===== config.mk =====
export PLATFORM = sky130hd
export DESIGN_NAME = indent_level_tracker
export DESIGN_NICKNAME = d
export VERILOG_FILES = /design/src/hw/rtl/ilt_pkg.sv /design/src/hw/rtl/ilt_classify.sv /design/src/hw/rtl/ilt_track.sv /design/src/hw/rtl/indent_level_tracker.sv
export SDC_FILE = /design/constraint.sdc
export NUM_CORES = 1
export LEC_CHECK = 0
export BUFFER_PORTS_ARGS = -buffer_cell sky130_fd_sc_hd__buf_2
export CAP_MARGIN = 20
export CORE_MARGIN = 1
export CORE_UTILIZATION = 35
export DETAILED_ROUTE_END_ITERATION = 16
export PLACE_DENSITY = 0.59
export SETUP_SLACK_MARGIN = 0.3
export SLEW_MARGIN = 40
export SYNTH_ARGS = -nofsm -noshare
export SYNTH_HDL_FRONTEND = slang
export SYNTH_SLANG_ARGS = --single-unit

===== constraint.sdc =====
create_clock -name clock -period 4.4 [get_ports clock]
set_input_delay 0.22 -clock clock [delete_from_list [all_inputs] [get_ports clock]]
set_output_delay 0.22 -clock clock [all_outputs]
set_load 0.005 [all_outputs]

===== src/hw/rtl/ilt_pkg.sv =====
// Shared word types, class encoding and constants for the indent level tracker.
`timescale 1ns / 1ps

package ilt_pkg;

   localparam int unsigned ColWidth = 12;
   localparam int unsigned IndentWidth = 15;
   localparam int unsigned StepWidth = 7;
   localparam logic [StepWidth-1:0] IndentSizeReset = 7'd4;

   localparam logic FuncSeed = 1'b0;
   localparam logic FuncScan = 1'b1;

   localparam logic [1:0] SeenNone = 2'd0;
   localparam logic [1:0] SeenOne = 2'd1;
   localparam logic [1:0] SeenMany = 2'd2;

   typedef struct packed {
      logic                func;
      logic                match_increase;
      logic                match_decrease;
      logic                match_increase_next;
      logic                match_ignore;
      logic                match_zero_indent;
      logic                line_blank;
      logic [ColWidth-1:0] leading_columns;
   } req_word_type;

   typedef struct packed {
      logic                   seeded;
      logic [IndentWidth-1:0] indent;
      logic                   ignored;
   } rsp_word_type;

   typedef struct packed {
      logic zero;
      logic ign;
      logic next;
      logic dec;
      logic inc;
   } class_type;

endpackage


===== src/hw/rtl/ilt_classify.sv =====
// Priority reduction of the raw pattern match bits into a line class.
`timescale 1ns / 1ps

module ilt_classify (
   input  ilt_pkg::req_word_type word,
   output ilt_pkg::class_type    cls
);
   import ilt_pkg::*;

   always_comb begin
      cls = '0;
      priority if (word.match_ignore) begin
         cls.ign = 1'b1;
      end else if (word.match_zero_indent) begin
         cls.zero = 1'b1;
      end else begin
         cls.inc = word.match_increase;
         cls.dec = word.match_decrease;
         cls.next = word.match_increase_next && !word.match_increase;
      end
   end

endmodule


===== src/hw/rtl/ilt_track.sv =====
// Level, carry and seeding state with the per-line update and result logic.
`timescale 1ns / 1ps

module ilt_track #(
   parameter int unsigned LEVEL_WIDTH = 16
) (
   input  logic                           clock,
   input  logic                           reset,
   input  logic                           enable,
   input  ilt_pkg::req_word_type          word,
   input  ilt_pkg::class_type             cls,
   input  logic [ilt_pkg::StepWidth-1:0]  indent_size,
   output ilt_pkg::rsp_word_type          result
);
   import ilt_pkg::*;

   localparam int unsigned SW = (LEVEL_WIDTH + 2 > 17) ? LEVEL_WIDTH + 2 : 17;
   localparam logic signed [SW-1:0] LvlMax =
      {{(SW-LEVEL_WIDTH+1){1'b0}}, {(LEVEL_WIDTH-1){1'b1}}};
   localparam logic signed [SW-1:0] LvlMin = ~LvlMax;
   localparam logic signed [SW-1:0] IndentMax = SW'(32767);

   logic signed [LEVEL_WIDTH-1:0] level_ff, level_in;
   logic signed [LEVEL_WIDTH-1:0] carry_ff, carry_in;
   logic signed [LEVEL_WIDTH-1:0] prev_ff, prev_in;
   logic [1:0]                    seen_ff, seen_in;
   class_type                     first_ff, first_in;

   function automatic logic signed [LEVEL_WIDTH-1:0] sat(input logic signed [SW-1:0] v);
      logic signed [LEVEL_WIDTH-1:0] r;
      if (v > LvlMax) begin
         r = LvlMax[LEVEL_WIDTH-1:0];
      end else if (v < LvlMin) begin
         r = LvlMin[LEVEL_WIDTH-1:0];
      end else begin
         r = v[LEVEL_WIDTH-1:0];
      end
      return r;
   endfunction

   function automatic logic signed [SW-1:0] ext(input logic signed [LEVEL_WIDTH-1:0] v);
      return {{(SW-LEVEL_WIDTH){v[LEVEL_WIDTH-1]}}, v};
   endfunction

   always_comb begin
      logic signed [SW-1:0]          step;
      logic signed [SW-1:0]          cols;
      logic signed [SW-1:0]          r;
      logic signed [LEVEL_WIDTH-1:0] lvl1;
      logic signed [LEVEL_WIDTH-1:0] car1;

      step = {{(SW-StepWidth){1'b0}}, indent_size};
      cols = {{(SW-ColWidth){1'b0}}, word.leading_columns};
      level_in = level_ff;
      carry_in = carry_ff;
      prev_in = prev_ff;
      seen_in = seen_ff;
      first_in = first_ff;
      r = ext(level_ff) + ext(carry_ff);
      lvl1 = level_ff;
      car1 = carry_ff;
      result = '0;
      result.ignored = word.line_blank || cls.ign;

      if (word.func == FuncSeed) begin
         if (!(word.line_blank || cls.ign || cls.zero)) begin
            seen_in = (seen_ff == SeenMany) ? SeenMany : seen_ff + 2'd1;
            if (seen_ff == SeenNone) begin
               level_in = cols[LEVEL_WIDTH-1:0];
               prev_in = cols[LEVEL_WIDTH-1:0];
               first_in = cls;
               carry_in = '0;
               if (cls.inc) begin
                  level_in = sat(cols + step);
               end
               if (cls.next) begin
                  carry_in = step[LEVEL_WIDTH-1:0];
               end
            end else if (cls.next && !(first_ff.inc || first_ff.dec)) begin
               level_in = cols[LEVEL_WIDTH-1:0];
               prev_in = cols[LEVEL_WIDTH-1:0];
               if (first_ff.next && (cols < ext(prev_ff))) begin
                  carry_in = sat(ext(carry_ff) + ext(prev_ff) - cols);
               end
            end else begin
               result.seeded = 1'b1;
            end
         end
      end else begin
         if (cls.zero) begin
            r = '0;
         end else if (!cls.ign) begin
            if (cls.inc || cls.dec) begin
               car1 = '0;
            end
            if (cls.dec && (!cls.inc || level_ff > 0)) begin
               lvl1 = sat(ext(level_ff) - step);
            end
            r = ext(lvl1) + ext(car1);
            level_in = cls.inc ? sat(ext(lvl1) + step) : lvl1;
            carry_in = cls.next ? sat(ext(car1) + step) : '0;
         end
         if (r < 0) begin
            result.indent = '0;
         end else if (r > IndentMax) begin
            result.indent = IndentMax[IndentWidth-1:0];
         end else begin
            result.indent = r[IndentWidth-1:0];
         end
      end
   end

   always_ff @(posedge clock) begin
      if (reset) begin
         level_ff <= '0;
         carry_ff <= '0;
         prev_ff <= '0;
         seen_ff <= SeenNone;
         first_ff <= '0;
      end else if (enable) begin
         level_ff <= level_in;
         carry_ff <= carry_in;
         prev_ff <= prev_in;
         seen_ff <= seen_in;
         first_ff <= first_in;
      end
   end

endmodule


===== src/hw/rtl/indent_level_tracker.sv =====
// Top level: input register, line tracker and result register of the indent level tracker.
//
// One request word carries one text line: a mode bit (seed or scan), five raw
// pattern match bits, a blank flag and the leading column count. Each request
// word produces exactly one response word (seeded, indent, ignored), in order.
// Both channels use valid/ready; a word moves when valid and ready are high.
// The csr port writes the indent size (columns per step) with no handshake;
// write it only while no word is in flight.
// An accepted request word is held in the input register, then the class
// reduction and level update feed the response register. Throughput is one
// word per cycle while the receiver does not stall, set by the single pass
// through that update logic.
// When the receiver stalls, the response register holds and the input
// register fills; req_ready drops only when both are occupied.
// Synchronous reset empties both registers, clears level, carry, seeding
// state and sets the indent size to four.
`timescale 1ns / 1ps

module indent_level_tracker #(
   parameter int unsigned LEVEL_WIDTH = 16
) (
   input  logic                          clock,
   input  logic                          reset,
   input  logic                          req_valid,
   output logic                          req_ready,
   input  ilt_pkg::req_word_type         req_word,
   output logic                          rsp_valid,
   input  logic                          rsp_ready,
   output ilt_pkg::rsp_word_type         rsp_word,
   input  logic                          csr_write_enable,
   input  logic [ilt_pkg::StepWidth-1:0] csr_write_data
);
   import ilt_pkg::*;

   logic                 s1_valid_ff, s1_valid_in;
   req_word_type         s1_word_ff;
   logic                 rsp_valid_ff, rsp_valid_in;
   rsp_word_type         rsp_word_ff;
   logic [StepWidth-1:0] indent_size_ff;
   logic                 req_accept;
   logic                 s1_advance;
   class_type            cls;
   rsp_word_type         result;

   assign s1_advance = s1_valid_ff && (!rsp_valid_ff || rsp_ready);
   assign req_ready = !s1_valid_ff || s1_advance;
   assign req_accept = req_valid && req_ready;
   assign s1_valid_in = req_accept || (s1_valid_ff && !s1_advance);
   assign rsp_valid_in = s1_advance || (rsp_valid_ff && !rsp_ready);
   assign rsp_valid = rsp_valid_ff;
   assign rsp_word = rsp_word_ff;

   ilt_classify u_classify (
      .word (s1_word_ff),
      .cls  (cls)
   );

   ilt_track #(
      .LEVEL_WIDTH (LEVEL_WIDTH)
   ) u_track (
      .clock       (clock),
      .reset       (reset),
      .enable      (s1_advance),
      .word        (s1_word_ff),
      .cls         (cls),
      .indent_size (indent_size_ff),
      .result      (result)
   );

   always_ff @(posedge clock) begin
      if (reset) begin
         s1_valid_ff <= 1'b0;
         rsp_valid_ff <= 1'b0;
         indent_size_ff <= IndentSizeReset;
      end else begin
         s1_valid_ff <= s1_valid_in;
         rsp_valid_ff <= rsp_valid_in;
         if (csr_write_enable) begin
            indent_size_ff <= csr_write_data;
         end
      end
   end

   always_ff @(posedge clock) begin
      if (req_accept) begin
         s1_word_ff <= req_word;
      end
      if (s1_advance) begin
         rsp_word_ff <= result;
      end
   end

`ifndef SYNTHESIS
   a_reset_empty: assert property (@(posedge clock) $past(reset) |-> !rsp_valid)
      else $error("response valid right after reset");
   a_accept_fills: assert property (@(posedge clock) disable iff (reset)
      req_valid && req_ready |=> s1_valid_ff)
      else $error("accepted word lost from input register");
   a_seed_scan: assert property (@(posedge clock) disable iff (reset)
      rsp_valid |-> !(rsp_word.seeded && rsp_word.indent != '0))
      else $error("seeded and indent both set");
   a_seed_not_ignored: assert property (@(posedge clock) disable iff (reset)
      rsp_valid && rsp_word.seeded |-> !rsp_word.ignored)
      else $error("seeding reported on ignored line");
`endif

endmodule

==> impl_metrics.toml, run 1 <==
[placed_design]
dp_hpwl_um = 25500
dp.cells = 1643
portBuffers = 49
place_congestion = 0.931

[routing]
vias_per_cell = 5.58
routedWlPerCell_um = 19.3
drt_first_pass_iters = 13
drtAntennaViolNets = 0
drtIter0Drc = 536
vias = 9568
drc = 1
wl_um = 33100

[timing]
hold_violations = 0
clock_skew_ps = 15.3
fin_crit_sh = 1.00
max-slew-margin-rel = 0.449
worst_pin_slew_ps = 826
fin_ws_ps = -13.1
max_clock_freq_ghz = 0.227
timing.final.max_slew_violations = 0
rsz0062_at_grt = "true"
min_period_ps = 4410
setup_violations = 2

[synth]
synth_edf_count = 36
synth_fp_nets = 1273
syn_area_per_cell_um2 = 8.31
ys_ff_latch = 94
postSynth.asyncResetShare = 0
ys_types = 95
syn-instance-count = 1138
synth_ff_type = "dfxtp_1"
synth_seq_area_share = 0.237
ys_warn_count = 0
synthesis.area_um2 = 9460

[cts]
h-tree-depth = 3
clk_latency_ps = 370
clock_path_buffers = 2
root_buffer = "clkbuf_16"
cts_buffers = 9
cts_tree = "built"
cts.sinks = 94
path_clk_slew_ps = 80

[die]
initial_core_util = 0.360
placementRows = 59
top_level_ports = 50
die_x_um = 166
core_area_um2 = 26300
die_h_um = 166
die-area_um2 = 27700

[grt]
grt_pass1_wl_um = 50900
grt_max_degree = 46
grt_overflow = 0
grt_util_all_layers = 0.235
grt_pass1_vias = 9392
antenna_found_initial = 0

[outcome]
run_status = "finished with violations"
violations = "design-rule violations, negative setup slack"

[final_layout]
nets = 1510
num_antenna_cells = 0
stdcell_count = 1715
drive_gt1_frac = 0.348
fin_util = 0.489
synthToLayoutAreaGrowth_pct = 35.9
nFillCells = 2507

[critical_path]
r2r_setup_slack_ps = -10
required_ps = 4540
end_kind = "register"
critPathArrivalTime_ps = 4550
path_class = "reg -> reg"
critPathLaunchType = "register"
cp_max_fo = 4

[worst_hold_path]
hold_path_class = "in -> reg"

[pwr]
ir_drop_mv = 0.197
p_per_area_nw_per_um2 = 216
p_leak_nw = 5.70

[flow_run]
max_cap_viol_count = 0
layout make-up:
cell class / count / area (µm²) / share of cell area
Multi-Input combinational cell: 924 / 7520 / 0.585
Sequential cell: 94 / 2260 / 0.176
Timing Repair Buffer: 270 / 2040 / 0.159
Tap cell: 335 / 419 / 0.0326
Inverter: 76 / 285 / 0.0222
Clock buffer: 9 / 225 / 0.0175
Clock inverter: 7 / 104 / 0.00808
cells in the final DEF, fill, tap and decap left out, types with 6 or more instances in the layout:
cell type  Yosys  final
nor2_2         3     10
dfxtp_1       58     51
nor2b_1       16     14
a211oi_1      14      9
o21ai_2       11     15
o21a_1        10      9
nor3_1        21     18
o21bai_1      14     12
a31oi_1       18     16
o21ai_0       68     53
a22oi_1       16     13
nand4_1        6      6
and2_1        20     14
a21oi_1       99     78
buf_4          1    200
xnor2_1       49     49
edfxtp_1      36     36
buf_6          7     15
mux2i_1       21     21
ha_1          96     82
ha_4           0     12
nand2_1       69     67
xor2_1        24     24
nand2b_1      20     17
nor2_1        91     81
and3_1        10      8
buf_2          5     49
o21ai_1        3     10
clkbuf_16      0     11
a21oi_2        3     23
a21o_1        45     44
nand3_1       25     21
inv_1         75     72
power by group:
part / total, W / internal (W) / switching, W
registers: 0.000971 / 0.000936 / 0.0000347
logic: 0.000906 / 0.000415 / 0.000490
clock network: 0.000895 / 0.000506 / 0.000389
total: 0.00277 / 0.00186 / 0.000914
worst max-delay path: stages, from the launching register on:
cell and delay [ps]:
dfxtp_2 320, inv_2 60, ha_4 130, fa_2 200, nand2b_4 150, a21oi_4 70
o41ai_4 390, nand3_2 180, nand2_2 120, a21oi_2 50, a21o_1 200, ha_2 210
fa_2 360, a21o_1 170, a21oi_2 210, o41ai_4 100, buf_4 170, nor2_4 100
nor4_2 70, o31a_1 310, or3_1 310, a32oi_1 230, o21ai_2 60
timing repair:
action | CTS | global route
hold buffers | 0 | 0
pin swaps | 49 | 70
resized for setup | 65 | 97
cloned | 0 | 3
setup buffers | 16 | 37
endpoints found under the setup margin | 46 | 46
synth_stat cells, drive strengths merged, types with 5 or more instances:
| library cell | count | share of area |
|---|---|---|
| a2111oi | 10 | 0.0093 |
| a31o | 5 | 0.0046 |
| nand4 | 7 | 0.0053 |
| or3 | 7 | 0.0052 |
| nor2b | 16 | 0.011 |
| nand2 | 70 | 0.030 |
| a31oi | 20 | 0.015 |
| nand3 | 26 | 0.014 |
| a22oi | 16 | 0.013 |
| o41ai | 6 | 0.010 |
| buf | 16 | 0.013 |
| nor2 | 94 | 0.038 |
| a32oi | 5 | 0.0046 |
| nor3 | 22 | 0.012 |
| or2 | 8 | 0.0053 |
| nand2b | 20 | 0.013 |
| clkbuf | 28 | 0.011 |
| mux2i | 21 | 0.022 |
| o21a | 10 | 0.0079 |
| fa | 8 | 0.017 |
| a211oi | 14 | 0.011 |
| a211o | 5 | 0.0046 |
| o31ai | 7 | 0.0075 |
| ha | 96 | 0.13 |
| o22ai | 5 | 0.0033 |
| dfxtp | 58 | 0.12 |
| edfxtp | 36 | 0.11 |
| nor4 | 9 | 0.0098 |
| o21bai | 14 | 0.011 |
| a221oi | 6 | 0.0056 |
| inv | 75 | 0.030 |
| xnor2 | 49 | 0.045 |
| or4 | 5 | 0.0044 |
| o221ai | 6 | 0.0056 |
| o21ai | 82 | 0.048 |
| and2 | 22 | 0.015 |
| a21oi | 104 | 0.059 |
| a21o | 46 | 0.037 |
| and3 | 10 | 0.0066 |
| xor2 | 24 | 0.022 |
cells by family after synthesis:
logic type,after synthesis,share of synthesized area
fa+ha+maj,104,0.144
xor+xnor,73,0.0676
compound gates,396,0.293
flops,94,0.237
mux,24,0.0258
simple gates,327,0.179
buf+inv,120,0.0544
worst paths after layout:
path | start | end | depth (start not counted)
setup / recovery | register | rsp_word[15]$_SDFFCE_PP0P_ | 22
hold / removal | req_word[12] | s1_word_ff[12]$_DFFE_PP_ | 1
setup reg to reg | register | rsp_word[15]$_SDFFCE_PP0P_ | 22
hold reg to reg | u_track.seen_ff[0]$_SDFFE_PP0P_ | u_track.seen_ff[0]$_SDFFE_PP0P_ | 2
sequential cells by signal, summed over array words and instances, names as in the netlist, named ones only:
register          cells
u_track.carry_ff     16
u_track.seen_ff       2
u_track.prev_ff      12
indent_size_ff        7
rsp_word             17
rsp_valid             1
u_track.first_ff      3
u_track.level_ff     15
s1_word_ff           19
s1_valid_ff           1
metrics by stage:
stage                     power, W  area (µm²)  worst slack (ps)  setup TNS [ps]  hold WS [ps]
after floorplan            0.00147        9660              -144           -1700           319
after global placement     0.00175       11400             -89.8            -649           396
after detailed placement   0.00176       11400              -136           -1650           398
after CTS                  0.00269       12100              31.8               0          17.9
after global routing       0.00289       12800              -243           -4210          15.9
final                      0.00277       12800             -13.1           -13.2          24.2
metal layers:
layer,wire [µm],track usage,vias to the layer above
li1,-,-,4690
met1,14800,0.301,4601
met2,16000,0.401,234
met3,1350,0.0317,43
met4,873,0.0870,0
met5,0,0,-
Power figures use the tool's default switching activity.
==> inputs of run 2 (changes only) <==
CORE_ASPECT_RATIO = 1.5   (was default)
SYNTH_HIERARCHICAL = 1   (was default)
==> impl_metrics.toml, run 2 <==
[outcome]
run_status = "finished with violations"
violations = "negative setup slack"

[die]
top_level_ports = 50
placementRows = 73
die-area_um2 = 27500
initial_core_util = 0.355
die_h_um = 203
die_x_um = 136
core_area_um2 = 26400

[timing]
worst_pin_slew_ps = 760
min_period_ps = 4760
hold_violations = 0
fin_crit_sh = 1.08
clock_skew_ps = 7.48
fin_ws_ps = -359
max-slew-margin-rel = 0.493
max_clock_freq_ghz = 0.210
rsz0062_at_grt = "true"
setup_violations = 31
timing.final.max_slew_violations = 0

[pwr]
p_leak_nw = 5.48
p_per_area_nw_per_um2 = 225
ir_drop_mv = 0.185
totalPowerFinal_w = 0.00285

[synth]
postSynth.asyncResetShare = 0
yosys-top-cells-count = "96 x inv_1, 94 x a21oi_1, 92 x ha_1, 92 x nand2_1, 90 x nor2_1"
synth_area_leaders = "dfxtp_1 12%, ha_1 12%, edfxtp_1 12%"
synth_seq_area_share = 0.239
syn-instance-count = 1148
ys_warn_count = 6
synth_top_area_cell = "dfxtp_1"
synthesis.area_um2 = 9380
synth.most_common_cell = "inv_1"
ys_types = 95
synth_fp_nets = 1289
synth_edf_count = 36
synth_ff_type = "dfxtp_1"
synth_top_area_frac = 0.124
ys_ff_latch = 94
syn_area_per_cell_um2 = 8.17

[final_layout]
drive_gt1_frac = 0.310
num_antenna_cells = 0
final_common_cell = "buf_4"
stdcell_count = 1726
fin_util = 0.480
nets = 1525
synthToLayoutAreaGrowth_pct = 35.0
largest_reg_flops = 19
final_cell_mix = "204 x buf_4, 91 x nand2_1, 90 x inv_1"
regMostFlops = "s1_word_ff"

[critical_path]
end_kind = "register"
critPathArrivalTime_ps = 5010
required_ps = 4650
critPathLaunchType = "register"
cp_max_fo = 4
path_class = "reg -> reg"

[cts]
path_clk_slew_ps = 70
root_buffer = "clkbuf_16"
cts_tree = "built"
clock_path_buffers = 2
clk_latency_ps = 370
cts_buffers = 9
cts-hold-fix-buffers = 0
h-tree-depth = 3
cts.sinks = 94

[placed_design]
portBuffers = 49
dp.cells = 1665
dp_hpwl_um = 27000
pre_cts_slack_ps = -436
place_congestion = 1.02

[routing]
vias_per_cell = 5.61
drt_first_pass_iters = 5
routedWlPerCell_um = 19.5
drtIter0Drc = 539
wl_um = 33700
drc = 0
drtAntennaViolNets = 0
vias = 9691

[grt]
grt_overflow = 0
grt_util_all_layers = 0.251
antenna_found_initial = 0
grt_pass1_vias = 9776
grt_pass1_wl_um = 52400
grt_max_degree = 39

[worst_hold_path]
hold_path_class = "in -> reg"

[flow_run]
max_cap_viol_count = 0
run 2: cell type report:
| type | count | area (µm²) |
|---|---|---|
| fill | 2515 | 13700 |
| multi-input combinational | 906 | 7200 |
| sequential | 94 | 2250 |
| timing repair buffer | 275 | 2090 |
| tap | 337 | 422 |
| inverter | 98 | 370 |
| clock buffer | 10 | 239 |
| clock inverter | 6 | 90.1 |
run 2: metal layers:
layer,part of all wire,track usage,vias to the layer above
li1,-,-,4673
met1,0.38,0.276,4586
met2,0.51,0.449,326
met5,0,0,-
met4,0.068,0.162,0
met3,0.040,0.0272,106
run 2: metrics by stage:
step	instance area (µm²)	setup TNS, ps	hold WS, ps
floorplan	9680	-1660	319
global placement	11500	-8510	398
detailed placement	11500	-10190	398
CTS	12400	-4220	13.8
global route	12700	-12550	16.8
finish	12700	-6660	22.9
run 2: worst paths after layout:
path / startpoint / to / slack [ps] / depth (start not counted)
max: indent_size_ff[6]$_SDFFE_PP0P_ / u_track/level_ff[5]$_SDFFE_PP0P_ / -360 / 25
min: req_word[2] / s1_word_ff[2]$_DFFE_PP_ / 20 / 1
max reg2reg: indent_size_ff[6]$_SDFFE_PP0P_ / u_track/level_ff[5]$_SDFFE_PP0P_ / -360 / 25
min reg2reg: u_track/prev_ff[7]$_SDFFE_PP0P_ / u_track/prev_ff[7]$_SDFFE_PP0P_ / 460 / 2
run 2: power breakdown:
part / switching (W) / internal (W) / leakage, nW
logic: 0.000528 / 0.000441 / 4.49
clock network: 0.000384 / 0.000518 / 0.164
registers: 0.0000316 / 0.000942 / 0.825
total: 0.000944 / 0.00190 / 5.48
run 2: worst max-delay path, cell delays in order, from the launching register on:
cell	delay [ps]
dfxtp_2	340
inv_2	50
ha_4	150
or4_4	420
or2_4	260
o22ai_4	150
o311ai_4	150
nand2_4	120
o211ai_1	110
a21boi_2	200
buf_4	150
ha_4	160
inv_2	50
fa_2	230
nor2b_4	50
o31a_1	320
o21ai_2	180
a21oi_2	80
or2_4	230
a21boi_4	160
buf_6	120
nand4_4	70
a21oi_4	80
buf_12	140
or4_1	410
a22o_1	270
run 2: cells by family after synthesis:
kind of cell	count (synthesis)	synth area share
flip-flops	94	0.239
AO/OA/AOI/OAI	354	0.260
AND/OR/NAND/NOR	351	0.187
adder cells (fa/ha/maj)	110	0.161
multiplexers	22	0.0240
XOR/XNOR	68	0.0635
buffers and inverters	149	0.0649
run 2: timing repair:
item / in CTS / in global routing
buffers inserted: 34 / 9
gates resized for setup: 49 / 40
gates cloned: 2 / 0
hold endpoints to repair: 0 / 0
setup endpoints to repair: 31 / 46
pin swaps: 41 / 33
